`src/rtl/rhh_pkg.sv`:
```
// Shared types, codes and helpers for the Robin Hood hash table.
// Used by rhh_engine and robin_hood_hash_table.
package rhh_pkg;

	localparam logic [1:0] KIND_INSERT = 2'd0;
	localparam logic [1:0] KIND_FIND   = 2'd1;
	localparam logic [1:0] KIND_REMOVE = 2'd2;

	localparam logic [1:0] ST_OK       = 2'd0;
	localparam logic [1:0] ST_NOTFOUND = 2'd1;
	localparam logic [1:0] ST_FULL     = 2'd2;
	localparam logic [1:0] ST_BADLEN   = 2'd3;

	typedef struct packed {
		logic [63:0] key;
		logic [31:0] hash;
		logic [31:0] data;
		logic [3:0]  len;
	} rhh_payload_t;

	typedef struct packed {
		logic [1:0]  kind;
		logic [31:0] hash;
		logic [63:0] key;
		logic [3:0]  key_len;
		logic [31:0] data;
	} rhh_req_t;

	typedef struct packed {
		logic [1:0]  status;
		logic [31:0] result_data;
		logic [7:0]  hit_slot;
		logic [8:0]  entry_count;
		logic [7:0]  max_distance;
	} rhh_result_t;

	function automatic logic [63:0] key_mask(input logic [63:0] key, input logic [3:0] len);
		logic [63:0] k;
		k = '0;
		for (int b = 0; b < 8; b++) begin
			if (4'(b) < len) begin
				k[b*8 +: 8] = key[b*8 +: 8];
			end
		end
		return k;
	endfunction

endpackage

```
`src/rtl/rhh_engine.sv`:
```
// Probe sequencer: clears the slot memory after reset, then walks it one
// slot per cycle for insert, find and backward-shift remove. Uses rhh_pkg.
module rhh_engine #(
	parameter int AW = 8,
	parameter int KEY_BYTES = 8
) (
	input  logic                  clk,
	input  logic                  arst_n,
	input  logic                  req_valid,
	input  rhh_pkg::rhh_req_t     req,
	output logic                  req_stall,
	output logic                  res_valid,
	output rhh_pkg::rhh_result_t  res,
	input  logic                  res_take,
	output logic                  mem_we,
	output logic [AW-1:0]         mem_wa,
	output rhh_pkg::rhh_payload_t mem_wpay,
	output logic [AW-1:0]         mem_wdist,
	output logic [AW-1:0]         mem_ra,
	input  rhh_pkg::rhh_payload_t mem_rpay,
	input  logic [AW-1:0]         mem_rdist
);

	typedef enum logic [5:0] {
		S_CLEAR  = 6'b000001,
		S_IDLE   = 6'b000010,
		S_INSERT = 6'b000100,
		S_FIND   = 6'b001000,
		S_SHIFT  = 6'b010000,
		S_DONE   = 6'b100000
	} state_t;

	localparam logic [AW-1:0] LAST = AW'((2**AW) - 1);
	localparam logic [AW:0]   DEPTH_CNT = (AW+1)'(2**AW);

	state_t                state_q, state_d;
	logic [AW-1:0]         pos_q, pos_d, fit_q, fit_d, cd_q, cd_d, maxd_q, maxd_d;
	logic [AW:0]           cnt_q, cnt_d, occ_q, occ_d;
	rhh_pkg::rhh_payload_t car_q, car_d;
	logic [1:0]            kind_q, kind_d, status_q, status_d;
	logic [31:0]           rdata_q, rdata_d;
	logic [AW-1:0]         hit_q, hit_d;
	logic [AW-1:0]         ncd;
	logic                  lenbad, match;
	rhh_pkg::rhh_payload_t empty;
	logic [AW+7:0]         hit_x;
	logic [AW+9:0]         occ_x;
	logic [AW+7:0]         max_x;

	always_ff @(posedge clk or negedge arst_n) begin
		if (!arst_n) begin
			state_q <= S_CLEAR;
			pos_q   <= '0;
			cnt_q   <= '0;
			occ_q   <= '0;
			maxd_q  <= '0;
		end else begin
			state_q <= state_d;
			pos_q   <= pos_d;
			cnt_q   <= cnt_d;
			occ_q   <= occ_d;
			maxd_q  <= maxd_d;
		end
	end

	always_ff @(posedge clk) begin
		fit_q    <= fit_d;
		cd_q     <= cd_d;
		car_q    <= car_d;
		kind_q   <= kind_d;
		status_q <= status_d;
		rdata_q  <= rdata_d;
		hit_q    <= hit_d;
	end

	always_comb begin
		empty       = mem_rpay;
		empty.len   = '0;
		lenbad      = (req.key_len == 4'd0) || ({28'd0, req.key_len} > KEY_BYTES);
		match       = (mem_rpay.len == car_q.len) && (mem_rpay.hash == car_q.hash) &&
		              (mem_rpay.key == car_q.key);
		ncd         = '0;
		state_d     = state_q;
		pos_d       = pos_q;
		cnt_d       = cnt_q;
		occ_d       = occ_q;
		maxd_d      = maxd_q;
		fit_d       = fit_q;
		cd_d        = cd_q;
		car_d       = car_q;
		kind_d      = kind_q;
		status_d    = status_q;
		rdata_d     = rdata_q;
		hit_d       = hit_q;
		req_stall   = 1'b1;
		res_valid   = 1'b0;
		mem_we      = 1'b0;
		mem_wa      = pos_q;
		mem_wpay    = car_q;
		mem_wdist   = cd_q;
		mem_ra      = pos_q;
		unique case (state_q)
			S_CLEAR: begin
				mem_we   = 1'b1;
				mem_wpay = empty;
				pos_d    = pos_q + 1'b1;
				if (pos_q == LAST) begin
					state_d = S_IDLE;
				end
			end
			S_IDLE: begin
				req_stall = 1'b0;
				mem_ra    = req.hash[AW-1:0];
				if (req_valid) begin
					kind_d       = req.kind;
					car_d.key    = rhh_pkg::key_mask(req.key, req.key_len);
					car_d.hash   = req.hash;
					car_d.data   = req.data;
					car_d.len    = req.key_len;
					pos_d        = req.hash[AW-1:0];
					cd_d         = '0;
					cnt_d        = '0;
					rdata_d      = '0;
					hit_d        = '0;
					status_d     = rhh_pkg::ST_OK;
					if (lenbad) begin
						status_d = rhh_pkg::ST_BADLEN;
						state_d  = S_DONE;
					end else if (req.kind == rhh_pkg::KIND_INSERT) begin
						if (occ_q == DEPTH_CNT) begin
							status_d = rhh_pkg::ST_FULL;
							state_d  = S_DONE;
						end else begin
							state_d = S_INSERT;
						end
					end else if (req.kind == rhh_pkg::KIND_FIND ||
					             req.kind == rhh_pkg::KIND_REMOVE) begin
						state_d = S_FIND;
					end else begin
						status_d = rhh_pkg::ST_NOTFOUND;
						state_d  = S_DONE;
					end
				end
			end
			S_INSERT: begin
				mem_ra = pos_q + 1'b1;
				if (mem_rpay.len == 4'd0) begin
					mem_we  = 1'b1;
					occ_d   = occ_q + 1'b1;
					state_d = S_DONE;
				end else begin
					if (cd_q > mem_rdist) begin
						mem_we = 1'b1;
						car_d  = mem_rpay;
						ncd    = mem_rdist + 1'b1;
					end else begin
						ncd = cd_q + 1'b1;
					end
					cd_d = ncd;
					if (ncd > maxd_q) begin
						maxd_d = ncd;
					end
					pos_d = pos_q + 1'b1;
				end
			end
			S_FIND: begin
				mem_ra = pos_q + 1'b1;
				if (match) begin
					rdata_d = mem_rpay.data;
					hit_d   = pos_q;
					if (kind_q == rhh_pkg::KIND_REMOVE) begin
						fit_d   = pos_q;
						pos_d   = pos_q + 1'b1;
						cnt_d   = '0;
						state_d = S_SHIFT;
					end else begin
						state_d = S_DONE;
					end
				end else if (cnt_q == {1'b0, maxd_q}) begin
					status_d = rhh_pkg::ST_NOTFOUND;
					state_d  = S_DONE;
				end else begin
					cnt_d = cnt_q + 1'b1;
					pos_d = pos_q + 1'b1;
				end
			end
			S_SHIFT: begin
				mem_ra = pos_q + 1'b1;
				mem_we = 1'b1;
				mem_wa = fit_q;
				if (mem_rpay.len == 4'd0 || mem_rdist == '0 || cnt_q == DEPTH_CNT) begin
					mem_wpay = empty;
					occ_d    = occ_q - 1'b1;
					state_d  = S_DONE;
				end else begin
					mem_wpay  = mem_rpay;
					mem_wdist = mem_rdist - 1'b1;
					fit_d     = pos_q;
					pos_d     = pos_q + 1'b1;
					cnt_d     = cnt_q + 1'b1;
				end
			end
			S_DONE: begin
				res_valid = 1'b1;
				if (res_take) begin
					state_d = S_IDLE;
				end
			end
			default: begin
				state_d = S_CLEAR;
			end
		endcase
	end

	always_comb begin
		hit_x = {8'd0, hit_q};
		occ_x = {9'd0, occ_q};
		max_x = {8'd0, maxd_q};
		res.status      = status_q;
		res.result_data = rdata_q;
		res.hit_slot    = hit_x[7:0];
		res.entry_count = (occ_x > (AW+10)'(511)) ? 9'd511 : occ_x[8:0];
		res.max_distance = (max_x > (AW+8)'(255)) ? 8'd255 : max_x[7:0];
	end

endmodule

```
`config.mk`:
```
export PLATFORM = sky130hd
export DESIGN_NAME = rhh_engine
export DESIGN_NICKNAME = d
export VERILOG_FILES = /design/src/rtl/rhh_pkg.sv /design/src/rtl/rhh_engine.sv
export SDC_FILE = /design/constraint.sdc
export NUM_CORES = 1
export LEC_CHECK = 0
export BUFFER_PORTS_ARGS = -buffer_cell sky130_fd_sc_hd__buf_4
export CORE_MARGIN = 2
export CORE_UTILIZATION = 40
export DETAILED_ROUTE_END_ITERATION = 10
export PLACE_DENSITY_LB_ADDON = 0.12
export SLEW_MARGIN = 0
export SYNTH_ARGS = -nofsm -noshare
export SYNTH_HDL_FRONTEND = slang
export SYNTH_SLANG_ARGS = --single-unit
```
`constraint.sdc`:
```
create_clock -name clk -period 13.8 [get_ports clk]
set_clock_uncertainty 0.05 [all_clocks]
set_input_delay 1.38 -clock clk [delete_from_list [all_inputs] [get_ports clk]]
set_output_delay 1.38 -clock clk [all_outputs]
set_load 0.005 [all_outputs]
```
## Word-level counts from Yosys, hierarchy flattened

Cells that the tools add are included.

- Add/sub/neg operators: 7
- Multipliers: 0
- Divide/modulo/power cells: 0
- Order comparisons: 11
- Equality and inequality tests: 31
- Shifts and indexed selects: 0
- Mux-type cells: 75
- Bitwise operators: 1
- Reduce and logical (&&, ||, !) cells: 29

Operator list:

| cell | count |
|---|---|
| case mux 132 bit (2 select lines) | 2 |
| two-way mux 132 bit | 3 |
| two-way mux 8 bit | 26 |
| two-way mux 6 bit | 12 |
| == test 64 bit | 1 |
| two-way mux 32 bit | 2 |
| case mux 32 bit (2 select lines) | 1 |
| case mux 8 bit (2 select lines) | 4 |
| two-way mux 9 bit | 7 |
| case mux 8 bit (5 select lines) | 1 |
| case mux 6 bit (6 select lines) | 1 |
| == test 32 bit | 1 |
| case mux 9 bit (3 select lines) | 1 |
| adder 8 x 1 -> 8 bit, second input constant | 3 |
| inequality test 2 bit, second input constant | 12 |
| adder 9 x 1 -> 9 bit, second input constant | 2 |
| == test 9 bit, second input constant | 2 |
| case mux 9 bit (2 select lines) | 1 |
| greater-than comparator 8 bit | 2 |
| < comparator 3 x 4 -> 1 bit, first input constant | 4 |
| two-way mux 2 bit | 6 |
| AND reduction 3 bit | 4 |
| AND reduction 4 bit | 3 |
| AND reduction 6 bit | 2 |
| other kinds (34) | 51 |

- Register bits: 232
- Latch bits: 0
- RAM bits: 0
- Memory bits (read-only): 0
- Input bits: 278
- Output and inout port bits: 218
- Word-level logic and storage cells: 169
- Memories: 0

## Longest topological paths before layout

- Word-level depth: 7
- Mapped depth: 22
- Gate-level depth less buffers: 20

## Worst setup path after synthesis

Ideal clock, no wire load.

- Kind: input to register
- Start point: in mem_rdist[1]
- End point: reg car_q[0] (netlist name) (enable)
- Library setup time: 0.503 ns
- Data arrival time: 5.674 ns
- Data required time: 13.247 ns
- Slack: 7.573 ns
- Cell stages on the path: 9
- Path buffers: 1
- Path through: inv_1 > ha_1 > nor2b_1 > o21a_1 > o21ai_0 > a21oi_1 > o22a_1 > clkbuf_1 > o21a_1

- Longest elaborated chain between the ends: 3

RTL lines:

| element | line | RTL |
|---|---|---|
| start, declared | rhh_engine.sv:21 | `input logic [AW-1:0] mem_rdist` |
| greater-than comparator 8 bit | rhh_engine.sv:152 | `if (cd_q > mem_rdist) begin` |
| inequality test 2 bit (no line) | - |  |
| AND reduction 4 bit (no line) | - |  |
| end signal, assigned | rhh_engine.sv:69 | `car_q <= car_d;` |
| end, declared | rhh_engine.sv:39 | `rhh_pkg::rhh_payload_t car_q, car_d;` |

Every way passes these cells.
A chain may end at the register's enable or synchronous reset.

## Final worst setup path

- Start point: reg state_q[3]
- End point: out mem_wdist[7]

- Longest elaborated chain between the ends: 2

RTL lines:

| element | line | RTL |
|---|---|---|
| start, declared | rhh_engine.sv:36 | `state_t state_q, state_d;` |
| start signal, assigned | rhh_engine.sv:58 | `state_q <= state_d;` |
| == test 6 x 5 -> 1 bit | rhh_engine.sv:102 | `unique case (state_q)` |
| two-way mux 8 bit | rhh_engine.sv:102 |  |
| end, declared | rhh_engine.sv:18 | `output logic [AW-1:0] mem_wdist,` |

Every way passes these cells.

==> reports/metrics.yaml <==
drt_iter0_drc: 785
worst_slew_margin_rel_pct: 14.9
cts_resized: 0
clock_sinks: 232
antenna_found_initial: 3
port_buffers: 495
cts_setup_buffers: 0
power_density_nw_per_um2: 155
path_max_fanout: 23
whs_ns: 0.476
synth_area_leader_cell: "edfxtp_1"
placed_cells: 2359
r2r-start: "state_q[4]"
path_class: "register to primary output"
drtAntennaViolNets: 0
clockRootBuffer: "clkbuf_16"
yosysSeqAreaShare_pct: 47.6
hold_violations: 0
syn_area_um2: 14200
use_met2_pct: 44.1
synthToLayoutAreaGrowth_pct: 34.7
synth_top_area_share_pct: 40.6
grt_usage_pct: 26.6
final_cells: 2414
async_reset_ff_share_pct: 17.2
grt-ovfl-total: 0
ys_types: 56
syn_nets: 1781
ir_worst_vdd_uv: 106
yosys_register_bits: 232
dp_slack_ns: 8.14
first_global_vias: 12200
cts_buffers: 28
multiInputGateArea_um2: 7040
period_needed_ns: 5.36
post_drt_wl_per_cell_um: 21.5
tightest_slew_ns: 1.25
grt_pass1_wl_mm: 75.0
synthFlopType: "edfxtp_1"
routed_via_density: 5.33
synthTopCellsByArea: "edfxtp_1 (41%), nand2_1 (12%), mux2_2 (8.4%)"
start_kind: "register"
met1_usage_pct: 35.2
grt_max_degree: 90
ios: 496
yosysMostFrequentCell: "nand2_1"
postCtsHoldBufs: 0
drv_slew: 0
crit_end: "mem_wdist[7]"
row_count: 69
met3_usage_pct: 5.76
fillerInstances: 3265
setup_viol: 0
crit_path_end_kind: "primary output"
synth-edff-count: 192
die_w_um: 192
cts_tree: "built"
rrSetupSlack_ns: 8.57
rr_worst_depth: 6
synthTopCellsByCount: "nand2_1 (441), edfxtp_1 (192), mux2_2 (106), xnor2_1 (97), nand3_1 (64)"
busiest_layer: "met2"
fin_tns_setup_ns: 0
layout-drive-gt1-share_pct: 34.3
arrival_ns: 3.93
critPathMaxStageDelay_ns: 0.77
worstPathCellList: "nor4_1, nand3b_1, inv_2, and2_1, nor2_1, a21oi_1, buf_4"
clockBufferDepth: 3
avgSynthCellArea_um2: 9.66
die_h_um: 192
dr.pass1.iters: 5
h-tree-depth: 1
routed_wirelength_mm: 51.9
core_area_um2: 35300
yosysWarnings: 0
fmax_mhz: 187
setup_slack_ns: 8.44
r2r-end: "car_q[119]"
nets: 2238
synthCells: 1471
regArea_um2: 6770
power_leakage_uw: 0.00840
dp_hpwl_mm: 38.7
min_path_type: "register to register"
cts.clk_slew.worst_paths_ns: 0.06
cp.required_ns: 12.37
worstHoldStart: "occ_q[8]"
clk-insertion-delay-late_ns: 0.55
die-area_um2: 37000
crit_path_top_delay_cell: "and2_1"
place_congestion: 0.889
drcViolationCount: 0
via_count: 12900
drv_cap: 0
period_share_pct: 38.8
rsz0062_at_grt: "false"
start_util_pct: 40.2
crit_path_start: "state_q[3]"
status: "finished clean"
power by group:
part           switching, uW  leakage [uW]  total (uW)  internal [uW]
Combinational            647       0.00576        1300            651
Clock                    298      0.000413         693            394
Sequential              88.0       0.00223         977            889
Total                   1030       0.00840        2970           1930
area by class of cell:
| type | instances | area share (%) |
|---|---|---|
| Tap cell | 461 | 3.01 |
| Timing Repair Buffer | 503 | 19.7 |
| Clock inverter | 11 | 0.275 |
| Sequential cell | 232 | 35.4 |
| Inverter | 32 | 0.628 |
| Clock buffer | 41 | 4.13 |
| Antenna cell | 3 | 0.0392 |
| Multi-Input combinational cell | 1131 | 36.8 |
how the worst min path moves through the flow:
stage | slack [ns] | to | cells past startpoint
after floorplan | 0.37 | fit_q[2] | 0
after global placement | 0.47 | occ_q[8] | 1
after detailed placement | 0.47 | occ_q[8] | 1
after CTS | 0.48 | occ_q[8] | 1
after global routing | 0.51 | occ_q[8] | 1
final | 0.48 | occ_q[8] | 1
routing by layer:
layer  part of all wire (%)  up-vias
met5                      0        -
met1                     41     6172
met3                    8.5       71
li1                       -     6075
met4                    2.4        0
met2                     48      542
layout by cell type (no fill, tap or decap), types with 7 or more instances in the layout:
cell type / instances
clkbuf_16: 29
clkbuf_1: 10
ha_1: 31
inv_1: 31
a21oi_1: 23
buf_4: 503
nand4_1: 33
a21o_1: 8
a211oi_1: 7
dfrtp_1: 39
nor2_1: 38
xor2_1: 37
o21ai_0: 45
nor4_1: 15
nand2_1: 440
and2_1: 53
mux2_2: 106
and3_1: 8
xnor2_1: 97
o31ai_1: 7
edfxtp_1: 192
a22o_1: 27
nor3_1: 11
nand3_1: 64
through the flow:
stage / utilization, % / cell area [um2] / power [uW]
3_3_place_gp: 51.8 / 18300 / 2280
3_5_place_dp: 51.8 / 18300 / 2290
4_1_cts: 54.2 / 19100 / 2980
2_1_floorplan: - / 14200 / 1620
6_report: 54.2 / 19100 / 2970
5_1_grt: 54.2 / 19100 / 3130
critical path: cells and delay by family, from the launching register on:
family | cells | cell delay [ns]
flip-flops | 1 | 0.43
buffers and inverters | 2 | 0.83
AND/OR/NAND/NOR | 4 | 1.87
AO/OA/AOI/OAI | 1 | 0.24
sequential cells by signal, indices dropped and copies added (netlist names):
register / flops
cd_q: 8
hit_q: 8
pos_q: 8
occ_q: 9
maxd_q: 8
status_q: 2
kind_q: 2
state_q: 6
rdata_q: 32
car_q: 132
fit_q: 8
cnt_q: 9
cells by family (layout without fill, tap and decap cells):
group | after synthesis | count (layout) | synth area share, %
and+or+nand+nor | 701 | 701 | 22.1
AOI/OAI and AO/OA | 155 | 155 | 7.51
other | 0 | 3 | 0
buffers and inverters | 108 | 587 | 3.01
muxes | 109 | 109 | 8.61
xor gates and xnor gates | 134 | 134 | 8.26
DFF | 232 | 232 | 47.6
adders and majority gates | 32 | 32 | 2.87
No activity file was read; power rests on OpenSTA's default activity.
